`config.mk`:
```
export PLATFORM = sky130hd
export DESIGN_NAME = atanh_reciprocal_series_sum_unit
export DESIGN_NICKNAME = d
export VERILOG_FILES = /design/src/rtl/core/arss_pkg.sv /design/src/rtl/core/atanh_reciprocal_series_sum_unit.sv /design/src/rtl/core/arss_div.sv /design/src/rtl/core/arss_dp.sv /design/src/rtl/core/arss_ctrl.sv
export SDC_FILE = /design/constraint.sdc
export NUM_CORES = 2
export LEC_CHECK = 0
export BUFFER_PORTS_ARGS = -buffer_cell sky130_fd_sc_hd__buf_2
export CORE_ASPECT_RATIO = 0.75
export CORE_MARGIN = 2
export CORE_UTILIZATION = 30
export CTS_CLUSTER_DIAMETER = 100
export CTS_CLUSTER_SIZE = 25
export DETAILED_ROUTE_END_ITERATION = 10
export GPL_TIMING_DRIVEN = 0
export PLACE_DENSITY_LB_ADDON = 0.15
export REMOVE_ABC_BUFFERS = 1
export SLEW_MARGIN = 20
export SYNTH_ARGS = -nofsm -noshare
export SYNTH_HDL_FRONTEND = slang
export SYNTH_HIERARCHICAL = 1
export SYNTH_SLANG_ARGS = --single-unit
```
`constraint.sdc`:
```
create_clock -name clk -period 17.85 [get_ports clk]
set_clock_uncertainty 0.15 [all_clocks]
set_input_delay 1.785 -clock clk [delete_from_list [all_inputs] [get_ports clk]]
set_output_delay 1.785 -clock clk [all_outputs]
set_load 0.1 [all_outputs]
```
`src/rtl/core/arss_pkg.sv`:
```
// Shared constants and command/status types for the series sum unit.
`timescale 1ns / 1ps
package arss_pkg;
	localparam int FRAC_BITS = 16;
	localparam int MAX_TERMS = 4096;
	localparam int X_W = 32;
	localparam int EPS_W = 31;
	localparam int CNT_W = 13;
	localparam int TERM_W = FRAC_BITS;
	localparam int XSQ_W = 2 * X_W - FRAC_BITS;
	localparam int DVD_W = 2 * FRAC_BITS + 1;
	localparam int PROD_W = TERM_W + CNT_W + 1;
	localparam logic [EPS_W-1:0] EPS_RESET = EPS_W'(66);

	localparam logic [1:0] DSEL_T0 = 2'd0;
	localparam logic [1:0] DSEL_A = 2'd1;
	localparam logic [1:0] DSEL_B = 2'd2;

	typedef struct packed {
		logic load;
		logic square;
		logic start;
		logic [1:0] dsel;
		logic take_t0;
		logic step;
		logic take_a;
		logic take_b;
		logic emit;
	} arss_cmd_t;

	typedef struct packed {
		logic dom_err;
		logic div_done;
		logic cont;
	} arss_sts_t;
endpackage

```
`src/rtl/core/atanh_reciprocal_series_sum_unit.sv`:
```
// Top level of the reciprocal odd power series sum unit.
//  channel  direction  signals
//  in       input      in_valid, in_ready, x_value
//  out      output     out_valid, out_ready, series_sum, term_count, domain_error,
//                      limit_reached
//  cfg      input      cfg_valid, cfg_ready, cfg_data (eps threshold)
// Two passes of the shared bit-serial divider dominate each term of an item.
// A domain error item skips the divider and goes straight to the result.
// Reset clears the controller and sets the threshold to its default.
// A finished result waits in the output register; a new item is taken meanwhile.
`timescale 1ns / 1ps
module atanh_reciprocal_series_sum_unit (
	input logic clk,
	input logic arst_n,
	input logic in_valid,
	output logic in_ready,
	input logic [arss_pkg::X_W-1:0] x_value,
	output logic out_valid,
	input logic out_ready,
	output logic [arss_pkg::X_W-1:0] series_sum,
	output logic [arss_pkg::CNT_W-1:0] term_count,
	output logic domain_error,
	output logic limit_reached,
	input logic cfg_valid,
	output logic cfg_ready,
	input logic [arss_pkg::EPS_W-1:0] cfg_data
);
	import arss_pkg::*;

	arss_cmd_t cmd;
	arss_sts_t sts;

	assign cfg_ready = 1'b1;

	arss_ctrl u_ctrl (
		.clk(clk),
		.arst_n(arst_n),
		.in_valid(in_valid),
		.in_ready(in_ready),
		.out_valid(out_valid),
		.out_ready(out_ready),
		.cmd(cmd),
		.sts(sts)
	);

	arss_dp u_dp (
		.clk(clk),
		.arst_n(arst_n),
		.cmd(cmd),
		.sts(sts),
		.cfg_write(cfg_valid),
		.cfg_data(cfg_data),
		.x_value(x_value),
		.series_sum(series_sum),
		.term_count(term_count),
		.domain_error(domain_error),
		.limit_reached(limit_reached)
	);
endmodule

```
`src/rtl/core/arss_div.sv`:
```
// Restoring divider producing one quotient bit per cycle.
`timescale 1ns / 1ps
module arss_div (
	input logic clk,
	input logic arst_n,
	input logic start,
	input logic [arss_pkg::DVD_W-1:0] dividend,
	input logic [arss_pkg::XSQ_W-1:0] divisor,
	output logic done,
	output logic [arss_pkg::DVD_W-1:0] quotient
);
	import arss_pkg::*;

	localparam int CW = $clog2(DVD_W + 1);

	logic [XSQ_W-1:0] rem_q;
	logic [DVD_W-1:0] quo_q;
	logic [XSQ_W-1:0] dvs_q;
	logic [CW-1:0] cnt_q;
	logic busy_q;
	logic done_q;
	logic [XSQ_W:0] trial;
	logic fit;

	assign trial = {rem_q, quo_q[DVD_W-1]};
	assign fit = trial >= {1'b0, dvs_q};

	always_ff @(posedge clk or negedge arst_n) begin
		if (!arst_n) begin
			busy_q <= 1'b0;
			done_q <= 1'b0;
			cnt_q <= '0;
		end else begin
			done_q <= 1'b0;
			if (start) begin
				busy_q <= 1'b1;
				cnt_q <= CW'(DVD_W);
			end else if (busy_q) begin
				cnt_q <= cnt_q - 1'b1;
				if (cnt_q == CW'(1)) begin
					busy_q <= 1'b0;
					done_q <= 1'b1;
				end
			end
		end
	end

	always_ff @(posedge clk) begin
		if (start) begin
			rem_q <= '0;
			quo_q <= dividend;
			dvs_q <= divisor;
		end else if (busy_q) begin
			rem_q <= fit ? XSQ_W'(trial - {1'b0, dvs_q}) : trial[XSQ_W-1:0];
			quo_q <= {quo_q[DVD_W-2:0], fit};
		end
	end

	assign done = done_q;
	assign quotient = quo_q;

	assert property (@(posedge clk) disable iff (!arst_n) start |-> !busy_q)
		else $error("divider started while busy");
	assert property (@(posedge clk) disable iff (!arst_n) done_q |-> !busy_q)
		else $error("divider done while still busy");
	assert property (@(posedge clk) disable iff (!arst_n) start |=> busy_q)
		else $error("divider failed to start");
endmodule

```
`src/rtl/core/arss_dp.sv`:
```
// Datapath: argument, square, term, running sum, count and result registers.
`timescale 1ns / 1ps
module arss_dp (
	input logic clk,
	input logic arst_n,
	input arss_pkg::arss_cmd_t cmd,
	output arss_pkg::arss_sts_t sts,
	input logic cfg_write,
	input logic [arss_pkg::EPS_W-1:0] cfg_data,
	input logic [arss_pkg::X_W-1:0] x_value,
	output logic [arss_pkg::X_W-1:0] series_sum,
	output logic [arss_pkg::CNT_W-1:0] term_count,
	output logic domain_error,
	output logic limit_reached
);
	import arss_pkg::*;

	localparam logic [X_W-1:0] ONE = X_W'(1) << FRAC_BITS;
	localparam logic [X_W-1:0] NEG_LIM = X_W'(1) << (X_W - 1);
	localparam logic [X_W-1:0] POS_LIM = NEG_LIM - 1'b1;

	logic [EPS_W-1:0] eps_q;
	logic neg_q;
	logic [X_W-1:0] mag_q;
	logic [XSQ_W-1:0] xsq_q;
	logic [TERM_W-1:0] term_q;
	logic [TERM_W-1:0] scaled_q;
	logic [PROD_W-1:0] prod_q;
	logic [X_W-1:0] sum_q;
	logic [CNT_W-1:0] n_q;
	logic [2*X_W-1:0] sq_full;
	logic [DVD_W-1:0] dvd;
	logic [XSQ_W-1:0] dvs;
	logic div_done;
	logic [DVD_W-1:0] quo;
	logic dom;
	logic above;
	logic [X_W-1:0] sat;

	always_ff @(posedge clk or negedge arst_n) begin
		if (!arst_n) begin
			eps_q <= EPS_RESET;
		end else if (cfg_write) begin
			eps_q <= cfg_data;
		end
	end

	assign sq_full = mag_q * mag_q;
	assign dom = mag_q <= ONE;
	assign above = {{(EPS_W-TERM_W){1'b0}}, term_q} >= eps_q;

	always_comb begin
		case (cmd.dsel)
			DSEL_T0: begin
				dvd = DVD_W'(1) << (2 * FRAC_BITS);
				dvs = XSQ_W'(mag_q);
			end
			DSEL_A: begin
				dvd = DVD_W'(prod_q);
				dvs = XSQ_W'({n_q, 1'b1});
			end
			DSEL_B: begin
				dvd = DVD_W'({scaled_q, {FRAC_BITS{1'b0}}});
				dvs = xsq_q;
			end
			default: begin
				dvd = '0;
				dvs = xsq_q;
			end
		endcase
	end

	arss_div u_div (
		.clk(clk),
		.arst_n(arst_n),
		.start(cmd.start),
		.dividend(dvd),
		.divisor(dvs),
		.done(div_done),
		.quotient(quo)
	);

	always_ff @(posedge clk) begin
		if (cmd.load) begin
			neg_q <= x_value[X_W-1];
			mag_q <= x_value[X_W-1] ? X_W'(~x_value + 1'b1) : x_value;
			n_q <= '0;
		end
		if (cmd.square) begin
			xsq_q <= sq_full[2*X_W-1:FRAC_BITS];
		end
		if (cmd.take_t0) begin
			term_q <= quo[TERM_W-1:0];
			sum_q <= X_W'(quo[TERM_W-1:0]);
		end
		if (cmd.step) begin
			n_q <= n_q + 1'b1;
			prod_q <= PROD_W'(term_q) * PROD_W'({n_q, 1'b1});
		end
		if (cmd.take_a) begin
			scaled_q <= quo[TERM_W-1:0];
		end
		if (cmd.take_b) begin
			term_q <= quo[TERM_W-1:0];
			sum_q <= sum_q + X_W'(quo[TERM_W-1:0]);
		end
	end

	always_comb begin
		if (neg_q) begin
			sat = (sum_q > NEG_LIM) ? NEG_LIM : sum_q;
			sat = X_W'(~sat + 1'b1);
		end else begin
			sat = (sum_q > POS_LIM) ? POS_LIM : sum_q;
		end
	end

	always_ff @(posedge clk) begin
		if (cmd.emit) begin
			series_sum <= dom ? '0 : sat;
			term_count <= dom ? '0 : n_q;
			domain_error <= dom;
			limit_reached <= dom ? 1'b0 : above;
		end
	end

	assign sts.dom_err = dom;
	assign sts.div_done = div_done;
	assign sts.cont = above && (n_q < CNT_W'(MAX_TERMS));
endmodule

```
`src/rtl/core/arss_ctrl.sv`:
```
// Controller sequencing the reciprocal divide and term update per item.
`timescale 1ns / 1ps
module arss_ctrl (
	input logic clk,
	input logic arst_n,
	input logic in_valid,
	output logic in_ready,
	output logic out_valid,
	input logic out_ready,
	output arss_pkg::arss_cmd_t cmd,
	input arss_pkg::arss_sts_t sts
);
	import arss_pkg::*;

	localparam logic [3:0] S_IDLE = 4'd0;
	localparam logic [3:0] S_CHK = 4'd1;
	localparam logic [3:0] S_D0 = 4'd2;
	localparam logic [3:0] S_W0 = 4'd3;
	localparam logic [3:0] S_MUL = 4'd4;
	localparam logic [3:0] S_DA = 4'd5;
	localparam logic [3:0] S_WA = 4'd6;
	localparam logic [3:0] S_DB = 4'd7;
	localparam logic [3:0] S_WB = 4'd8;
	localparam logic [3:0] S_TST = 4'd9;
	localparam logic [3:0] S_FIN = 4'd10;

	logic [3:0] st_q;
	logic [3:0] st_d;
	logic out_valid_q;
	logic slot_free;

	assign slot_free = !out_valid_q || out_ready;
	assign in_ready = st_q == S_IDLE;

	always_comb begin
		st_d = st_q;
		cmd = '0;
		cmd.dsel = DSEL_T0;
		case (st_q)
			S_IDLE: begin
				cmd.load = in_valid;
				if (in_valid) st_d = S_CHK;
			end
			S_CHK: begin
				cmd.square = 1'b1;
				st_d = sts.dom_err ? S_FIN : S_D0;
			end
			S_D0: begin
				cmd.start = 1'b1;
				st_d = S_W0;
			end
			S_W0: begin
				cmd.take_t0 = sts.div_done;
				if (sts.div_done) st_d = S_MUL;
			end
			S_MUL: begin
				cmd.step = 1'b1;
				st_d = S_DA;
			end
			S_DA: begin
				cmd.dsel = DSEL_A;
				cmd.start = 1'b1;
				st_d = S_WA;
			end
			S_WA: begin
				cmd.take_a = sts.div_done;
				if (sts.div_done) st_d = S_DB;
			end
			S_DB: begin
				cmd.dsel = DSEL_B;
				cmd.start = 1'b1;
				st_d = S_WB;
			end
			S_WB: begin
				cmd.take_b = sts.div_done;
				if (sts.div_done) st_d = S_TST;
			end
			S_TST: begin
				st_d = sts.cont ? S_MUL : S_FIN;
			end
			S_FIN: begin
				cmd.emit = slot_free;
				if (slot_free) st_d = S_IDLE;
			end
			default: begin
				st_d = S_IDLE;
			end
		endcase
	end

	always_ff @(posedge clk or negedge arst_n) begin
		if (!arst_n) begin
			st_q <= S_IDLE;
			out_valid_q <= 1'b0;
		end else begin
			st_q <= st_d;
			if (cmd.emit) begin
				out_valid_q <= 1'b1;
			end else if (out_ready) begin
				out_valid_q <= 1'b0;
			end
		end
	end

	assign out_valid = out_valid_q;

	assert property (@(posedge clk) disable iff (!arst_n) cmd.emit |=> out_valid_q)
		else $error("result not presented after emit");
	assert property (@(posedge clk) disable iff (!arst_n)
		(st_q == S_WA) && !sts.div_done |=> st_q == S_WA)
		else $error("left divide wait early");
	assert property (@(posedge clk) disable iff (!arst_n)
		cmd.emit |-> (!out_valid_q || out_ready))
		else $error("result register overwritten");
endmodule

```
== After elaboration in Yosys (flattened, before gate mapping) ==
Index checks and enable logic that the tools add are counted.

* Output and inout bits: 50
* Input port bits: 68
* Word-level logic and storage cells: 109
* Flip-flop bits (word level): 408

* Equal/unequal tests: 18
* Add/subtract/negate cells: 6
* Reduce and logical (&&, ||, !) cells: 11
* $lt $le $gt $ge: 6
* Bitwise operators: 2
* Multiply operators: 2
* Multiplexer cells: 42

{| class="wikitable"
|+ Operators by type and width
! cell !! number
|-
| 32-bit two-way mux || 5
|-
| 33-bit one-hot mux with 3 select lines || 1
|-
| 48-bit one-hot mux with 2 select lines || 1
|-
| 33-bit two-way mux || 2
|-
| 32-bit by 1-bit adder with 32-bit output (second input constant) || 2
|-
| 32-bit by 32-bit multiplier with 64-bit output || 1
|-
| 32-bit inverter || 2
|-
| 49-bit by 48-bit >= comparator with 1-bit output || 1
|-
| 48-bit two-way mux || 1
|-
| 48-bit subtractor || 1
|-
| 4-bit one-hot mux with 11 select lines || 1
|-
| 32-bit by 16-bit adder with 32-bit output || 1
|-
| 32-bit by 31-bit > comparator with 1-bit output (second input constant) || 1
|-
| 32-bit > comparator (second input constant) || 1
|-
| 32-bit by 17-bit <= comparator with 1-bit output (second input constant) || 1
|-
| 16-bit two-way mux || 2
|-
| 16-bit by 31-bit >= comparator with 1-bit output || 1
|-
| 31-bit two-way mux || 1
|-
| 16-bit by 14-bit multiplier with 30-bit output || 1
|-
| 4-bit two-way mux || 7
|-
| 13-bit two-way mux || 2
|-
| 4-bit by 3-bit equality test with 1-bit output (second input constant) || 4
|-
| 1-bit two-way mux || 16
|-
| 13-bit by 1-bit adder with 13-bit output (second input constant) || 1
|-
| 20 further kinds || 30
|}

== Longest topological paths before layout ==
* Word-level depth: 5
* Mapped depth: 32
* Depth with buffers taken out: 30

== By module ==
The synthesis kept the hierarchy.

{| class="wikitable"
|+ By module, submodules not included
! module !! area an instance (µm²) !! sequential area each (µm²) !! times used !! cells an instance
|-
| arss_dp || 49104.6 || 7835.0 || 1 || 5022
|-
| arss_div || 8410.6 || 3593.4 || 1 || 904
|-
| arss_ctrl || 457.9 || 125.1 || 1 || 54
|-
| atanh_reciprocal_series_sum_unit || 11.3 || 0.0 || 1 || 2
|}

== Least setup slack after synthesis ==
OpenSTA, ideal clock, no wires.

* Kind: register to register
* Start point: reg u_dp.mag_q[2]
* End point: reg u_dp.xsq_q[33], data pin
* Stages on the path, launching flop included: 26
* Path buffers: 2
* Path slack: 9.629 ns
* Library setup time: 0.263 ns
* Arrival time: 7.807 ns
* Period minus slack after synthesis: 8.221 ns
* Data required time: 17.437 ns
* Cell sequence: edfxtp_1 -> clkbuf_1 -> clkbuf_1 -> nand2_1 -> fa_1 -> inv_1 -> fa_1 -> inv_1 -> fa_1 -> fa_1 -> fa_1 -> fa_1 -> inv_1 -> fa_1 -> fa_1 -> ha_1 -> a21oi_1 -> o21ai_0 -> a21oi_1 -> o21a_1 -> a21o_1 -> o31a_1 -> o21ba_2 -> o41ai_1 -> a41oi_1 -> xnor2_1

* Longest elaborated chain between the ends: 1

{| class="wikitable"
|+ RTL lines
! item !! line !! RTL
|-
| from (decl) || arss_dp.sv:24 || <nowiki>logic [X_W-1:0] mag_q;</nowiki>
|-
| from (signal assigned) || arss_dp.sv:86 || <nowiki>mag_q <= x_value[X_W-1] ? X_W'(~x_value + 1'b1) : x_value;</nowiki>
|-
| 32-bit by 32-bit multiplier with 64-bit output || arss_dp.sv:48 || <nowiki>assign sq_full = mag_q * mag_q;</nowiki>
|-
| named net u_dp.sq_full[49] || arss_dp.sv:31 || <nowiki>logic [2*X_W-1:0] sq_full;</nowiki>
|-
| to (signal assigned) || arss_dp.sv:90 || <nowiki>xsq_q <= sq_full[2*X_W-1:FRAC_BITS];</nowiki>
|-
| to (decl) || arss_dp.sv:25 || <nowiki>logic [XSQ_W-1:0] xsq_q;</nowiki>
|}

The timed path passes the listed nets, and every way through them passes these cells.
A chain may end at the register's enable or synchronous reset.

== Worst setup path after layout ==
* Start point: reg u_dp.mag_q[17]
* End point: reg u_dp.xsq_q[33], data pin

Same word-level chain as after synthesis.

==> results by group <==
Outcome
  – Outcome: completed

Die
  – # IOs: 118
  – Rows: 139
  – Die ar.: 196,900 um2
  – CORE AREA: 191,700 um2
  – Die H: 384.7 um
  – Die Wd: 511.7 um
  – Initial core utilization: 30.25%

Setup path
  – FF-to-FF setup slack: 7.70 ns
  – Critical Path Sink Type: register
  – Most frequent CP cell: fa_1
  – CP Data Required Time: 18.11 ns
  – CP max stage delay: 0.98 ns
  – Slowest CP cell: o41ai_1
  – Kind of critical path: reg -> reg
  – Startpoint types: register
  – CP arrival: 10.41 ns
  – CP Max Fanout: 11

Clock network
  – Worst-skew pair later-pin latency: 0.66 ns
  – # H-tree levels: 1
  – Clk sinks: 408
  – Worst-path clk slew: 0.10 ns
  – Longest Clk Path Bufs: 3
  – CTS tree: done
  – Hold buffer count at cts: 0
  – Root Buffer: clkbuf_16
  – Setup Buffers After CTS: 0
  – CTS Buf Count: 28
  – # resized after CTS: 0

Min path
  – Min-Delay Path Class: reg -> reg

Route
  – Detailed Route WL: 163,200 um
  – Via/cell ratio: 4.698
  – Via Count: 40.10k
  – First DRT Iteration DRCs: 2,345
  – Drt pass-1 iters: 5
  – Drt wl/cell: 19.12 um
  – Final ANT Viol Nets: 0
  – DRC: 0

Timing
  – Setup_tns: 0 ns
  – Final setup vio count: 0
  – Measured slew at the worst slew-check pin: 1.241 ns
  – Fmax achieved: 98.53 MHz
  – Worst hold slack: 0.3494 ns
  – Fin crit share: 56.86%
  – Tmin final: 10.15 ns
  – RSZ-0062 raised after global routing: false
  – Slew Viols, Final: 0
  – Relative slew slack: 17.29%
  – Number of hold violations in the final report: 0

Synth
  – Cell accounting for the most synthesized area: fa_1
  – Yosys reg bits: 408
  – Seq/Total Area, Yosys: 19.93%
  – Count of cell types in the netlist: 95
  – Syn Std Cell Area: 57,980 um2
  – Top cells by count, synth: inv_1, fa_1, nand2_1, ha_1, and2_1
  – Mapped Avg Cell Area: 9.693 um2
  – Post-synth ARST share: 10.78%
  – Synth Instances: 5,982
  – Main flop type after synthesis: edfxtp_1
  – Most common cell in the netlist: inv_1
  – YS warnings: 6
  – Number of synthesized flops with an enable pin: 316
  – Area contributors post-synth: fa_1, edfxtp_1, ha_1
  – Top-area cell type share of the netlist area: 33.18%

Placed design
  – Placed insts: 8,477
  – IO Port Bufs: 116
  – HPWL after DPL: 135,400 um
  – RePlAce Congestion: 0.8423

Cells and area
  – Fillers: 19.89k
  – Layout cells sized above 1: 6.993%
  – Final #Nets: 7,471
  – Area delta synth->final: 9.775%
  – Final core occ: 33.21%
  – Final Instance Count excl. Fillers: 8,535

Global route
  – Total track usage: 17.02%
  – GR Overflow Total: 0
  – Initial antenna violation count: 8
  – Largest net degree at the start of global routing: 73
  – Vias in the first global route: 43.04k
  – First-pass GRT wire length: 261,000 um

Power
  – Max VDD drop: 51.38 uV
  – Power density cells: 28.58 nW/um2
  – Total power: 1.819 mW
  – Leak: 30.14 nW

Run
  – Max Cap Violations: 0
[per-layer routing]
layer / part of all wire, % / vias up / GRT usage [%]
met5: 0.0043 / - / 0
met4: 1.3 / 2 / 2.210
met3: 4.6 / 89 / 2.096
met2: 41 / 721 / 25.11
met1: 53 / 20339 / 26.90
li1: - / 18948 / -
[layout make-up]
class / instances / area [um2] / share of cell area, %
antenna: 5 / 12.51 / 0.01966
clock buffer: 37 / 765.7 / 1.203
clock inverter: 15 / 274.0 / 0.4305
inverter: 1241 / 4658 / 7.318
multi-input combinational: 4058 / 40760 / 64.04
sequential: 408 / 11560 / 18.16
tap: 2538 / 3176 / 4.989
timing repair buffer: 233 / 2446 / 3.843
[per-stage QoR]
stage	setup slack, ns	area [um2]
floorplan	9.379	56870
global placement	2.391	60620
detailed placement	7.724	62580
CTS	7.692	63620
global route	7.290	63640
finish	7.701	63650
[worst paths after layout]
check,startpoint,to,cells past startpoint
max,u_dp/mag_q[17]$_DFFE_PP_,u_dp/xsq_q[33]$_DFFE_PP_,28
min,u_dp/xsq_q[31]$_DFFE_PP_,u_dp/u_div/dvs_q[31]$_DFFE_PP_,2
max reg2reg,u_dp/mag_q[17]$_DFFE_PP_,u_dp/xsq_q[33]$_DFFE_PP_,28
min reg2reg,u_dp/xsq_q[31]$_DFFE_PP_,u_dp/u_div/dvs_q[31]$_DFFE_PP_,2
max in group asynchronous,arst_n,u_dp/u_div/busy_q$_DFF_PN0_,1
min in group asynchronous,arst_n,u_dp/eps_q[11]$_DFFE_PN0P_,1
[report_power, final]
group | internal [mW] | leakage (nW) | switching, mW | total (mW)
registers | 1.02 | 3.79 | 0.00257 | 1.02
logic | 0.0195 | 25.9 | 0.0232 | 0.0427
clock network | 0.334 | 0.493 | 0.422 | 0.756
total | 1.37 | 30.1 | 0.448 | 1.82
[critical path: cells and delay by family (launching register included)]
kind | cells | cell delay, ns
flip-flops | 1 | 0.69
XOR/XNOR | 2 | 0.52
buffers and inverters | 7 | 0.73
adder cells (fa/ha/maj) | 9 | 4.20
AO/OA/AOI/OAI | 8 | 3.31
AND/OR/NAND/NOR | 2 | 0.26
[layout by cell type, fill, tap and decap left out, types with 17 or more instances in the layout]
cell / instances
a211oi_1: 27
a21o_1: 72
a21oi_1: 188
a311oi_1: 31
a31oi_1: 25
and2_1: 349
and3_1: 27
buf_2: 115
buf_8: 83
clkbuf_16: 29
dfrtp_1: 41
dfxtp_1: 48
edfxtp_1: 316
fa_1: 961
ha_1: 472
inv_1: 1236
mux2_2: 64
mux2i_1: 29
nand2_1: 650
nand2b_1: 34
nand3_1: 62
nand4_1: 52
nor2_1: 193
nor2b_1: 46
nor3_1: 42
nor4_1: 21
o211ai_1: 17
o21a_1: 24
o21ai_0: 162
o21bai_1: 26
o31ai_1: 31
or3_1: 19
xnor2_1: 133
xor2_1: 78
[state kept, by name, indices dropped and copies added (netlist names), 30 cells and up]
name	count
u_dp/u_div/dvs_q	48
u_dp/u_div/quotient	33
u_dp/mag_q	32
u_dp/prod_q	30
u_dp/xsq_q	48
u_dp/sum_q	32
u_dp/series_sum	32
u_dp/eps_q	31
u_dp/u_div/rem_q	48
[cell families (layout without fill, tap and decap cells)]
family / Yosys count / count (layout) / synth area share (%)
flops: 408 / 408 / 19.93
simple gates: 1574 / 1574 / 13.29
other cells: 1 / 6 / 0.006467
xor+xnor: 211 / 211 / 3.187
mux: 95 / 95 / 1.795
buf+inv: 1516 / 1526 / 9.963
fa+ha+maj: 1433 / 1433 / 43.36
compound gates: 744 / 744 / 8.467
Note: power is estimated with default switching activity, not from simulation.
